===== src/sv/syct_pkg.sv =====
`timescale 1ns / 1ps
`default_nettype none
// ----------------------------------------------------------------------------
// syct_pkg
// Shared constants, codes and types of the sorted year counter table.
// ----------------------------------------------------------------------------
package syct_pkg;

    // table geometry
    localparam int TABLE_DEPTH = 32;
    localparam int MAX_SPAN    = 64;
    localparam int MAX_RESULTS = 64;

    localparam int IDX_W = (TABLE_DEPTH > 1) ? $clog2(TABLE_DEPTH) : 1;
    localparam int CNT_W = $clog2(TABLE_DEPTH + 1);
    localparam int K_W   = $clog2(MAX_RESULTS + 1);

    // longest zero-filled listing, in years
    localparam int SPAN_LIMIT = (MAX_SPAN < MAX_RESULTS) ? MAX_SPAN : MAX_RESULTS;

    // field widths
    localparam int FUNC_W   = 2;
    localparam int YEAR_W   = 16;
    localparam int SUM_W    = 64;
    localparam int STATUS_W = 3;
    localparam int POS_W    = 6;

    // request codes
    localparam logic [FUNC_W-1:0] FUNC_ADD    = 2'd0;
    localparam logic [FUNC_W-1:0] FUNC_LOOKUP = 2'd1;
    localparam logic [FUNC_W-1:0] FUNC_RANGE  = 2'd2;
    localparam logic [FUNC_W-1:0] FUNC_FILL   = 2'd3;

    // result status codes
    localparam logic [STATUS_W-1:0] STAT_UPDATED  = 3'd0;
    localparam logic [STATUS_W-1:0] STAT_INSERTED = 3'd1;
    localparam logic [STATUS_W-1:0] STAT_FOUND    = 3'd2;
    localparam logic [STATUS_W-1:0] STAT_NONE     = 3'd3;
    localparam logic [STATUS_W-1:0] STAT_FULL     = 3'd4;
    localparam logic [STATUS_W-1:0] STAT_BAD      = 3'd5;

    // one result beat as built by the sequencer
    typedef struct packed {
        logic                valid;
        logic [STATUS_W-1:0] status;
        logic [YEAR_W-1:0]   year;
        logic [SUM_W-1:0]    value;
        logic [CNT_W-1:0]    pos;
        logic                last;
    } beat_t;

endpackage
`default_nettype wire


===== src/sv/syct_ram.sv =====
`timescale 1ns / 1ps
`default_nettype none
// ----------------------------------------------------------------------------
// syct_ram
// Generic single-write, single-read RAM with a registered read port.
// ----------------------------------------------------------------------------
module syct_ram #(
    parameter int WIDTH = 8,
    parameter int DEPTH = 32
) (
    input  wire logic                                          aclk,
    input  wire logic                                          wr_en,
    input  wire logic [((DEPTH > 1) ? $clog2(DEPTH) : 1)-1:0] wr_addr,
    input  wire logic [WIDTH-1:0]                              wr_data,
    input  wire logic                                          rd_en,
    input  wire logic [((DEPTH > 1) ? $clog2(DEPTH) : 1)-1:0] rd_addr,
    output logic      [WIDTH-1:0]                              rd_data
);

    logic [WIDTH-1:0] mem [DEPTH];

    // write port, read data held while rd_en is low
    always_ff @(posedge aclk) begin
        if (wr_en) begin
            mem[wr_addr] <= wr_data;
        end
        if (rd_en) begin
            rd_data <= mem[rd_addr];
        end
    end

endmodule
`default_nettype wire


===== src/sv/sorted_year_counter_table_unit.sv =====
`timescale 1ns / 1ps
`default_nettype none
// ----------------------------------------------------------------------------
// sorted_year_counter_table_unit
// Table of (year, 64-bit sum) entries kept in year order in two RAMs. Adds
// accumulate into or insert an entry; lookups, range listings and zero-filled
// range listings report entries one beat at a time.
//
//   channel  dir  handshake          payload
//   s_       in   s_valid/s_ready    func, year, end_year, add_value
//   m_       out  m_valid/m_ready    status, out_year, out_value, position, last
//
// Every request runs a binary search: each halving step reads a probe entry
// and compares it, then the lower-bound entry is read before the first beat.
// Insert reads and rewrites each entry moved up; listings read the table once per beat.
// Each table access is a registered RAM read followed by a state that uses
// the read data. One request is worked on at a time.
// Reset clears the entry count, the sequencer state and the valid flags; the RAMs are not cleared.
// A stalled output register holds the sequencer; the next request is taken
// while the final beat of the previous one still waits.
// ----------------------------------------------------------------------------
module sorted_year_counter_table_unit (
    input  wire logic                                 aclk,
    input  wire logic                                 aresetn,

    input  wire logic                                 s_valid,
    output logic                                      s_ready,
    input  wire logic        [syct_pkg::FUNC_W-1:0]   s_func,
    input  wire logic        [syct_pkg::YEAR_W-1:0]   s_year,
    input  wire logic        [syct_pkg::YEAR_W-1:0]   s_end_year,
    input  wire logic signed [syct_pkg::SUM_W-1:0]    s_add_value,

    output logic                                      m_valid,
    input  wire logic                                 m_ready,
    output logic             [syct_pkg::STATUS_W-1:0] m_status,
    output logic             [syct_pkg::YEAR_W-1:0]   m_out_year,
    output logic signed      [syct_pkg::SUM_W-1:0]    m_out_value,
    output logic             [syct_pkg::POS_W-1:0]    m_position,
    output logic                                      m_last
);

    localparam int CNT_W  = syct_pkg::CNT_W;
    localparam int IDX_W  = syct_pkg::IDX_W;
    localparam int K_W    = syct_pkg::K_W;
    localparam int YEAR_W = syct_pkg::YEAR_W;
    localparam int SUM_W  = syct_pkg::SUM_W;

    // sequencer states
    localparam logic [3:0] ST_IDLE = 4'd0;
    localparam logic [3:0] ST_SRCH = 4'd1;
    localparam logic [3:0] ST_SCMP = 4'd2;
    localparam logic [3:0] ST_PCMP = 4'd3;
    localparam logic [3:0] ST_SHRD = 4'd4;
    localparam logic [3:0] ST_SHWR = 4'd5;
    localparam logic [3:0] ST_INS  = 4'd6;
    localparam logic [3:0] ST_RCHK = 4'd7;
    localparam logic [3:0] ST_RCMP = 4'd8;
    localparam logic [3:0] ST_RFIN = 4'd9;
    localparam logic [3:0] ST_ZRD  = 4'd10;
    localparam logic [3:0] ST_ZCMP = 4'd11;

    logic [3:0] state_reg, state_next;

    // request registers
    logic [syct_pkg::FUNC_W-1:0] func_reg;
    logic [YEAR_W-1:0]           yr_reg;
    logic [YEAR_W-1:0]           ey_reg;
    logic [SUM_W-1:0]            addv_reg;

    // search and walk registers
    logic [CNT_W-1:0]  lo_reg, lo_next;
    logic [CNT_W-1:0]  hi_reg, hi_next;
    logic [CNT_W-1:0]  mid_reg, mid_next;
    logic [CNT_W-1:0]  idx_reg, idx_next;
    logic [CNT_W-1:0]  count_reg, count_next;
    logic [K_W-1:0]    k_reg, k_next;
    logic [YEAR_W-1:0] zy_reg, zy_next;

    // held range beat, sent once the next entry shows whether it is the last
    logic              pend_valid_reg, pend_valid_next;
    logic [YEAR_W-1:0] pend_year_reg, pend_year_next;
    logic [SUM_W-1:0]  pend_value_reg, pend_value_next;
    logic [CNT_W-1:0]  pend_pos_reg, pend_pos_next;

    // output register
    logic                          out_valid_reg;
    logic [syct_pkg::STATUS_W-1:0] out_status_reg;
    logic [YEAR_W-1:0]             out_year_reg;
    logic [SUM_W-1:0]              out_value_reg;
    logic [syct_pkg::POS_W-1:0]    out_pos_reg;
    logic                          out_last_reg;

    syct_pkg::beat_t em;
    logic            out_free;

    // ram ports
    logic              wr_en, rd_en;
    logic [IDX_W-1:0]  wr_addr, rd_addr;
    logic [YEAR_W-1:0] wr_year, rd_year;
    logic [SUM_W-1:0]  wr_sum, rd_sum;

    // helpers
    logic [CNT_W-1:0]  mid_calc;
    logic [CNT_W-1:0]  idx_m1;
    logic              lo_in, idx_in, hit, full, bad_span, zmatch;
    logic [YEAR_W:0]   span;
    logic [SUM_W-1:0]  new_sum;

    syct_ram #(.WIDTH(YEAR_W), .DEPTH(syct_pkg::TABLE_DEPTH)) u_year_ram (
        .aclk    (aclk),
        .wr_en   (wr_en),
        .wr_addr (wr_addr),
        .wr_data (wr_year),
        .rd_en   (rd_en),
        .rd_addr (rd_addr),
        .rd_data (rd_year)
    );

    syct_ram #(.WIDTH(SUM_W), .DEPTH(syct_pkg::TABLE_DEPTH)) u_sum_ram (
        .aclk    (aclk),
        .wr_en   (wr_en),
        .wr_addr (wr_addr),
        .wr_data (wr_sum),
        .rd_en   (rd_en),
        .rd_addr (rd_addr),
        .rd_data (rd_sum)
    );

    assign s_ready  = (state_reg == ST_IDLE);
    assign out_free = !out_valid_reg || m_ready;

    // datapath helpers
    assign mid_calc = lo_reg + ((hi_reg - lo_reg) >> 1);
    assign idx_m1   = idx_reg - CNT_W'(1);
    assign lo_in    = (lo_reg < count_reg);
    assign idx_in   = (idx_reg < count_reg);
    assign hit      = lo_in && (rd_year == yr_reg);
    assign full     = (count_reg >= CNT_W'(syct_pkg::TABLE_DEPTH));
    assign span     = {1'b0, ey_reg} - {1'b0, yr_reg};
    assign bad_span = span[YEAR_W] || (span >= (YEAR_W+1)'(syct_pkg::SPAN_LIMIT));
    assign zmatch   = idx_in && (rd_year == zy_reg);
    assign new_sum  = rd_sum + addv_reg;

    // sequencer
    always_comb begin
        state_next      = state_reg;
        lo_next         = lo_reg;
        hi_next         = hi_reg;
        mid_next        = mid_reg;
        idx_next        = idx_reg;
        count_next      = count_reg;
        k_next          = k_reg;
        zy_next         = zy_reg;
        pend_valid_next = pend_valid_reg;
        pend_year_next  = pend_year_reg;
        pend_value_next = pend_value_reg;
        pend_pos_next   = pend_pos_reg;
        rd_en           = 1'b0;
        rd_addr         = '0;
        wr_en           = 1'b0;
        wr_addr         = '0;
        wr_year         = yr_reg;
        wr_sum          = addv_reg;
        em              = '0;

        unique case (state_reg)
            ST_IDLE: begin
                if (s_valid) begin
                    lo_next    = '0;
                    hi_next    = count_reg;
                    state_next = ST_SRCH;
                end
            end

            // issue the next search probe or the final lower-bound read
            ST_SRCH: begin
                if (lo_reg < hi_reg) begin
                    rd_en      = 1'b1;
                    rd_addr    = mid_calc[IDX_W-1:0];
                    mid_next   = mid_calc;
                    state_next = ST_SCMP;
                end else begin
                    rd_en      = lo_in;
                    rd_addr    = lo_reg[IDX_W-1:0];
                    state_next = ST_PCMP;
                end
            end

            ST_SCMP: begin
                if (rd_year < yr_reg) begin
                    lo_next = mid_reg + CNT_W'(1);
                end else begin
                    hi_next = mid_reg;
                end
                state_next = ST_SRCH;
            end

            // dispatch on the request with the lower bound known
            ST_PCMP: begin
                unique case (func_reg)
                    syct_pkg::FUNC_ADD: begin
                        if (hit) begin
                            if (out_free) begin
                                wr_en      = 1'b1;
                                wr_addr    = lo_reg[IDX_W-1:0];
                                wr_sum     = new_sum;
                                em         = '{1'b1, syct_pkg::STAT_UPDATED, yr_reg,
                                               new_sum, lo_reg, 1'b1};
                                state_next = ST_IDLE;
                            end
                        end else if (full) begin
                            if (out_free) begin
                                em         = '{1'b1, syct_pkg::STAT_FULL, yr_reg,
                                               '0, count_reg, 1'b1};
                                state_next = ST_IDLE;
                            end
                        end else begin
                            idx_next   = count_reg;
                            state_next = ST_SHRD;
                        end
                    end
                    syct_pkg::FUNC_LOOKUP: begin
                        if (out_free) begin
                            em = hit ? '{1'b1, syct_pkg::STAT_FOUND, yr_reg, rd_sum,
                                         lo_reg, 1'b1}
                                     : '{1'b1, syct_pkg::STAT_NONE, yr_reg, '0,
                                         lo_reg, 1'b1};
                            state_next = ST_IDLE;
                        end
                    end
                    syct_pkg::FUNC_RANGE: begin
                        idx_next        = lo_reg;
                        k_next          = '0;
                        pend_valid_next = 1'b0;
                        state_next      = ST_RCHK;
                    end
                    default: begin
                        if (bad_span) begin
                            if (out_free) begin
                                em         = '{1'b1, syct_pkg::STAT_BAD, yr_reg,
                                               '0, '0, 1'b1};
                                state_next = ST_IDLE;
                            end
                        end else begin
                            idx_next   = lo_reg;
                            zy_next    = yr_reg;
                            state_next = ST_ZRD;
                        end
                    end
                endcase
            end

            // move entries above the insert point up by one
            ST_SHRD: begin
                if (idx_reg > lo_reg) begin
                    rd_en      = 1'b1;
                    rd_addr    = idx_m1[IDX_W-1:0];
                    state_next = ST_SHWR;
                end else begin
                    state_next = ST_INS;
                end
            end

            ST_SHWR: begin
                wr_en      = 1'b1;
                wr_addr    = idx_reg[IDX_W-1:0];
                wr_year    = rd_year;
                wr_sum     = rd_sum;
                idx_next   = idx_m1;
                state_next = ST_SHRD;
            end

            ST_INS: begin
                if (out_free) begin
                    wr_en      = 1'b1;
                    wr_addr    = lo_reg[IDX_W-1:0];
                    count_next = count_reg + CNT_W'(1);
                    em         = '{1'b1, syct_pkg::STAT_INSERTED, yr_reg, addv_reg,
                                   lo_reg, 1'b1};
                    state_next = ST_IDLE;
                end
            end

            // range listing walk
            ST_RCHK: begin
                if (idx_in && (k_reg < K_W'(syct_pkg::MAX_RESULTS))) begin
                    rd_en      = 1'b1;
                    rd_addr    = idx_reg[IDX_W-1:0];
                    state_next = ST_RCMP;
                end else begin
                    state_next = ST_RFIN;
                end
            end

            ST_RCMP: begin
                if (rd_year <= ey_reg) begin
                    if (!pend_valid_reg || out_free) begin
                        if (pend_valid_reg) begin
                            em = '{1'b1, syct_pkg::STAT_FOUND, pend_year_reg,
                                   pend_value_reg, pend_pos_reg, 1'b0};
                        end
                        pend_valid_next = 1'b1;
                        pend_year_next  = rd_year;
                        pend_value_next = rd_sum;
                        pend_pos_next   = idx_reg;
                        k_next          = k_reg + K_W'(1);
                        idx_next        = idx_reg + CNT_W'(1);
                        state_next      = ST_RCHK;
                    end
                end else begin
                    state_next = ST_RFIN;
                end
            end

            ST_RFIN: begin
                if (out_free) begin
                    em = pend_valid_reg
                         ? '{1'b1, syct_pkg::STAT_FOUND, pend_year_reg, pend_value_reg,
                             pend_pos_reg, 1'b1}
                         : '{1'b1, syct_pkg::STAT_NONE, yr_reg, '0, '0, 1'b1};
                    pend_valid_next = 1'b0;
                    state_next      = ST_IDLE;
                end
            end

            // zero-filled listing, one year per beat
            ST_ZRD: begin
                rd_en      = idx_in;
                rd_addr    = idx_reg[IDX_W-1:0];
                state_next = ST_ZCMP;
            end

            ST_ZCMP: begin
                if (out_free) begin
                    em = zmatch ? '{1'b1, syct_pkg::STAT_FOUND, zy_reg, rd_sum,
                                    idx_reg, (zy_reg == ey_reg)}
                                : '{1'b1, syct_pkg::STAT_NONE, zy_reg, '0,
                                    idx_reg, (zy_reg == ey_reg)};
                    if (zmatch) begin
                        idx_next = idx_reg + CNT_W'(1);
                    end
                    if (zy_reg == ey_reg) begin
                        state_next = ST_IDLE;
                    end else begin
                        zy_next    = zy_reg + YEAR_W'(1);
                        state_next = ST_ZRD;
                    end
                end
            end

            default: begin
                state_next = ST_IDLE;
            end
        endcase
    end

    // control registers
    always_ff @(posedge aclk) begin
        if (!aresetn) begin
            state_reg      <= ST_IDLE;
            count_reg      <= '0;
            pend_valid_reg <= 1'b0;
            out_valid_reg  <= 1'b0;
        end else begin
            state_reg      <= state_next;
            count_reg      <= count_next;
            pend_valid_reg <= pend_valid_next;
            if (out_free) begin
                out_valid_reg <= em.valid;
            end
        end
    end

    // payload registers
    always_ff @(posedge aclk) begin
        if (s_valid && s_ready) begin
            func_reg <= s_func;
            yr_reg   <= s_year;
            ey_reg   <= s_end_year;
            addv_reg <= s_add_value;
        end
        lo_reg         <= lo_next;
        hi_reg         <= hi_next;
        mid_reg        <= mid_next;
        idx_reg        <= idx_next;
        k_reg          <= k_next;
        zy_reg         <= zy_next;
        pend_year_reg  <= pend_year_next;
        pend_value_reg <= pend_value_next;
        pend_pos_reg   <= pend_pos_next;
        if (out_free && em.valid) begin
            out_status_reg <= em.status;
            out_year_reg   <= em.year;
            out_value_reg  <= em.value;
            out_pos_reg    <= syct_pkg::POS_W'(em.pos);
            out_last_reg   <= em.last;
        end
    end

    assign m_valid     = out_valid_reg;
    assign m_status    = out_status_reg;
    assign m_out_year  = out_year_reg;
    assign m_out_value = out_value_reg;
    assign m_position  = out_pos_reg;
    assign m_last      = out_last_reg;

    // checks
    a_count_bound: assert property (@(posedge aclk) disable iff (!aresetn)
        count_reg <= CNT_W'(syct_pkg::TABLE_DEPTH))
        else $error("entry count above table depth");

    a_count_step: assert property (@(posedge aclk) disable iff (!aresetn)
        ##1 ((count_reg == $past(count_reg)) ||
             (count_reg == $past(count_reg) + CNT_W'(1))))
        else $error("entry count moved by more than one");

    a_no_write_idle: assert property (@(posedge aclk) disable iff (!aresetn)
        (state_reg == ST_IDLE) |-> !wr_en)
        else $error("table write while idle");

    a_accept_busy: assert property (@(posedge aclk) disable iff (!aresetn)
        (s_valid && s_ready) |=> !s_ready)
        else $error("request taken while a request is in progress");

endmodule
`default_nettype wire

===== config.mk =====
export PLATFORM = sky130hd
export DESIGN_NAME = sorted_year_counter_table_unit
export DESIGN_NICKNAME = d
export VERILOG_FILES = /design/src/sv/syct_pkg.sv /design/src/sv/syct_ram.sv /design/src/sv/sorted_year_counter_table_unit.sv
export SDC_FILE = /design/constraint.sdc
export NUM_CORES = 2
export LEC_CHECK = 0
export BUFFER_PORTS_ARGS = -buffer_cell sky130_fd_sc_hd__buf_2
export CAP_MARGIN = 20
export CORE_ASPECT_RATIO = 1.2
export CORE_MARGIN = 2
export CORE_UTILIZATION = 55
export DETAILED_ROUTE_END_ITERATION = 10
export PLACE_DENSITY = 0.71
export SLEW_MARGIN = 20
export SYNTH_ARGS = -nofsm -noshare
export SYNTH_HDL_FRONTEND = slang
export SYNTH_SLANG_ARGS = --single-unit

===== constraint.sdc =====
create_clock -name aclk -period 12.9 [get_ports aclk]
set_input_delay 1.29 -clock aclk [delete_from_list [all_inputs] [get_ports aclk]]
set_output_delay 1.29 -clock aclk [all_outputs]
set_load 0.005 [all_outputs]

==> flow_metrics.py <==
metrics = {
    "drt": {
        "wl_per_cell_um": 31.51,
        "vias": 84060,
        "drtPass1Iterations": 8,
        "ant_nets": 0,
        "drtIter0Drc": 13160,
        "viasPerCell": 6.585,
        "drc_errors": 0,
        "route.final.wire_length_um": 402200,
    },
    "grt": {
        "grt-ovfl-total": 0,
        "top_usage_layer": "met2",
        "antenna_found_initial": 34,
        "grt_max_degree": 167,
        "grt.met3_usage": 0.07836,
        "grt_pass1_wl_um": 567900,
        "grt_pass1_vias": 79660,
        "grt_use_met1": 0.4582,
        "gr-usage-met2": 0.5304,
        "track_usage": 0.3429,
    },
    "yosys": {
        "avgSynthCellArea_sq_um": 13.22,
        "synth-seq-cells": 2973,
        "yosysWarnings": 0,
        "syn_inst": 9396,
        "synth.most_common_cell": "edfxtp_1",
        "synth.distinct_cells": 96,
        "async_reset_ff_frac": 0,
        "synth-seq-area-share": 0.7175,
        "synth-edff-count": 2961,
        "synthFlopType": "edfxtp_1",
        "synth_area_sq_um": 124300,
        "synth_top_area_frac": 0.7156,
        "syn-num-nets": 9647,
        "yosys-top-cells-area": "edfxtp_1, nand2_1, nand3_1",
        "synth_area_leader_cell": "edfxtp_1",
        "synth_commonest_cells": "edfxtp_1, nand2_1, nand3_1",
    },
    "sta": {
        "finalHoldViolCount": 0,
        "grt_setup_unrepaired": "false",
        "slew_headroom": 0.1318,
        "setup_ws_ps": 5774,
        "max_freq_ghz": 0.1403,
        "worstMarginPinSlew_ps": 1299,
        "min_period_over_period": 0.5524,
        "slew_viol_final": 0,
        "setup_tns_ps": 0,
        "fin_skew_ps": 69.68,
        "report.final.setup_viol": 0,
        "min_period_ps": 7126,
    },
    "clock_network": {
        "post_cts_resized": 0,
        "clkSinkCount": 2973,
        "clkTransAtPathRegs_ps": 60,
        "cts-root-buf": "clkbuf_16",
        "cts_max_level": 5,
        "cts_inserted_buffers": 292,
        "clkLatencyLatePin_ps": 890,
        "cts_setup_buffers": 0,
        "clock_path_buffers": 4,
        "hold_buffers": 0,
        "cts_tree": "done",
    },
    "critical_path": {
        "slowest_delay_ps": 930,
        "critPathSlowestCell": "nor2_4",
        "arrival_ps": 7600,
        "worst-path-max-fanout": 35,
        "cp_cell_sequence": "inv_1, ha_1, nand4_1, or4_1, or2_2, a2111oi_4, buf_4, nor2_1, o21ai_1, nand2_1, nor2_4, buf_4, buf_4",
        "critPathKind": "flop to flop",
        "start_kind": "flop",
        "end_kind": "flop",
        "cp_common_cell": "buf_4",
        "cp.required_ps": 13380,
    },
    "place": {
        "dp_slack_ps": 5875,
        "place.gp.congestion": 0.9660,
        "dp_hpwl_um": 232100,
        "port_buffers": 193,
    },
    "cells_and_area": {
        "largest_register_ffs": 2048,
        "largest-register": "u_sum_ram.mem",
        "syn2layout_area_growth_pct": 11.48,
        "nNetsFinal": 9780,
        "multi_input_area_sq_um": 33070,
        "reg_top3": "u_sum_ram.mem (2048), u_year_ram.mem (512)",
        "regArea_sq_um": 89160,
        "fillers": 16640,
        "drive_gt1_frac": 0.1144,
    },
    "power": {
        "power.total_mw": 24.57,
        "power.leakage_nw": 47.62,
        "power_density_nw_per_um2": 177.4,
        "vdd_drop_max_uv": 123.3,
    },
    "floorplanning": {
        "coreArea_sq_um": 225100,
        "core.rowCount": 191,
        "die_y_um": 524.7,
        "die_x_um": 437.9,
        "die-area_sq_um": 229800,
        "io_pins": 194,
        "start_util": 0.5520,
    },
    "status": {
        "status": "complete, no violations",
    },
    "job": {
        "maxCapViolCount": 0,
    },
    "min_path": {
        "hp-class": "flop to flop",
    },
}
placed cells by master (no fill, tap or decap), types with 22 or more instances in the layout:
| cell | count |
|---|---|
| a211oi_1 | 47 |
| a21o_1 | 79 |
| a21oi_1 | 273 |
| a22oi_1 | 70 |
| a311oi_1 | 232 |
| a31oi_1 | 70 |
| a32oi_1 | 25 |
| and3_1 | 231 |
| buf_2 | 193 |
| buf_4 | 214 |
| bufinv_16 | 24 |
| clkbuf_1 | 42 |
| clkbuf_16 | 295 |
| clkinv_1 | 67 |
| clkinv_2 | 53 |
| edfxtp_1 | 2961 |
| ha_1 | 145 |
| inv_1 | 89 |
| mux2i_1 | 41 |
| mux4_2 | 89 |
| nand2_1 | 2432 |
| nand3_1 | 906 |
| nand4_1 | 76 |
| nor2_1 | 144 |
| nor2_4 | 30 |
| nor3_1 | 39 |
| nor4_1 | 34 |
| o211ai_1 | 23 |
| o21a_1 | 26 |
| o21ai_0 | 159 |
| o21ai_2 | 28 |
| o21bai_1 | 22 |
| o22ai_1 | 22 |
| xnor2_1 | 85 |
| xor2_1 | 40 |
final timing paths:
| check | cells after the start | end | slack [ps] | start |
|---|---|---|---|---|
| worst max-delay path | 13 | u_year_ram.mem[29][4]$_DFFE_PP_ | 5770 | yr_reg[1]$_DFFE_PP_ |
| worst min-delay path | 0 | pend_value_reg[35]$_DFFE_PP_ | 520 | u_sum_ram.rd_data[35]$_DFFE_PP_ |
| worst max register to register | 13 | u_year_ram.mem[29][4]$_DFFE_PP_ | 5770 | yr_reg[1]$_DFFE_PP_ |
| worst min register to register | 0 | pend_value_reg[35]$_DFFE_PP_ | 520 | u_sum_ram.rd_data[35]$_DFFE_PP_ |
critical path, delay by kind of cell, from the launching register on:
kind	cells	cell delay [ps]
DFF	1	390
AOI/OAI and AO/OA	2	980
buffers and inverters	4	2000
adders and majority gates	1	310
and+or+nand+nor	6	3010
final cells by class:
class	instances	share of cell area
inverters	90	0.002439
multi-input cells	5742	0.2387
flip-flops and latches	2973	0.6436
well taps	2991	0.02702
clock buffers	337	0.05443
clock inverters	182	0.01174
diodes	20	0.0003613
repair buffers	430	0.02167
where the power goes:
group / internal (mW) / switching (mW) / total, mW
clock: 4.70 / 3.66 / 8.36
sequential: 11.0 / 0.297 / 11.3
combinational: 1.43 / 3.49 / 4.93
total: 17.1 / 7.45 / 24.6
kinds of logic after synthesis:
| group | after synthesis | synth area share |
|---|---|---|
| buf+inv | 681 | 0.02286 |
| fa+ha+maj | 149 | 0.01524 |
| compound gates | 1298 | 0.07357 |
| simple gates | 4023 | 0.1411 |
| mux | 147 | 0.02097 |
| xor+xnor | 125 | 0.008811 |
| flops | 2973 | 0.7175 |
metal layers:
metal  part of all wire  vias up
met5           0.000070        -
met4              0.057        4
met3               0.12     1099
met2               0.46     5915
met1               0.36    41500
li1                   -    35540
metrics by stage:
step / cell area (sq um) / hold WS [ps] / util / cells
after detailed placement: 129100 / 505.7 / 0.5736 / 12220
after global placement: 129100 / 498.9 / 0.5734 / 12220
after floorplan: 124300 / 424.4 / - / 9396
final: 138500 / 522.0 / 0.6153 / 12770
after global routing: 138500 / 548.1 / 0.6152 / 12750
after CTS: 138300 / 521.6 / 0.6143 / 12740
No activity file was read; power rests on OpenSTA's default activity.
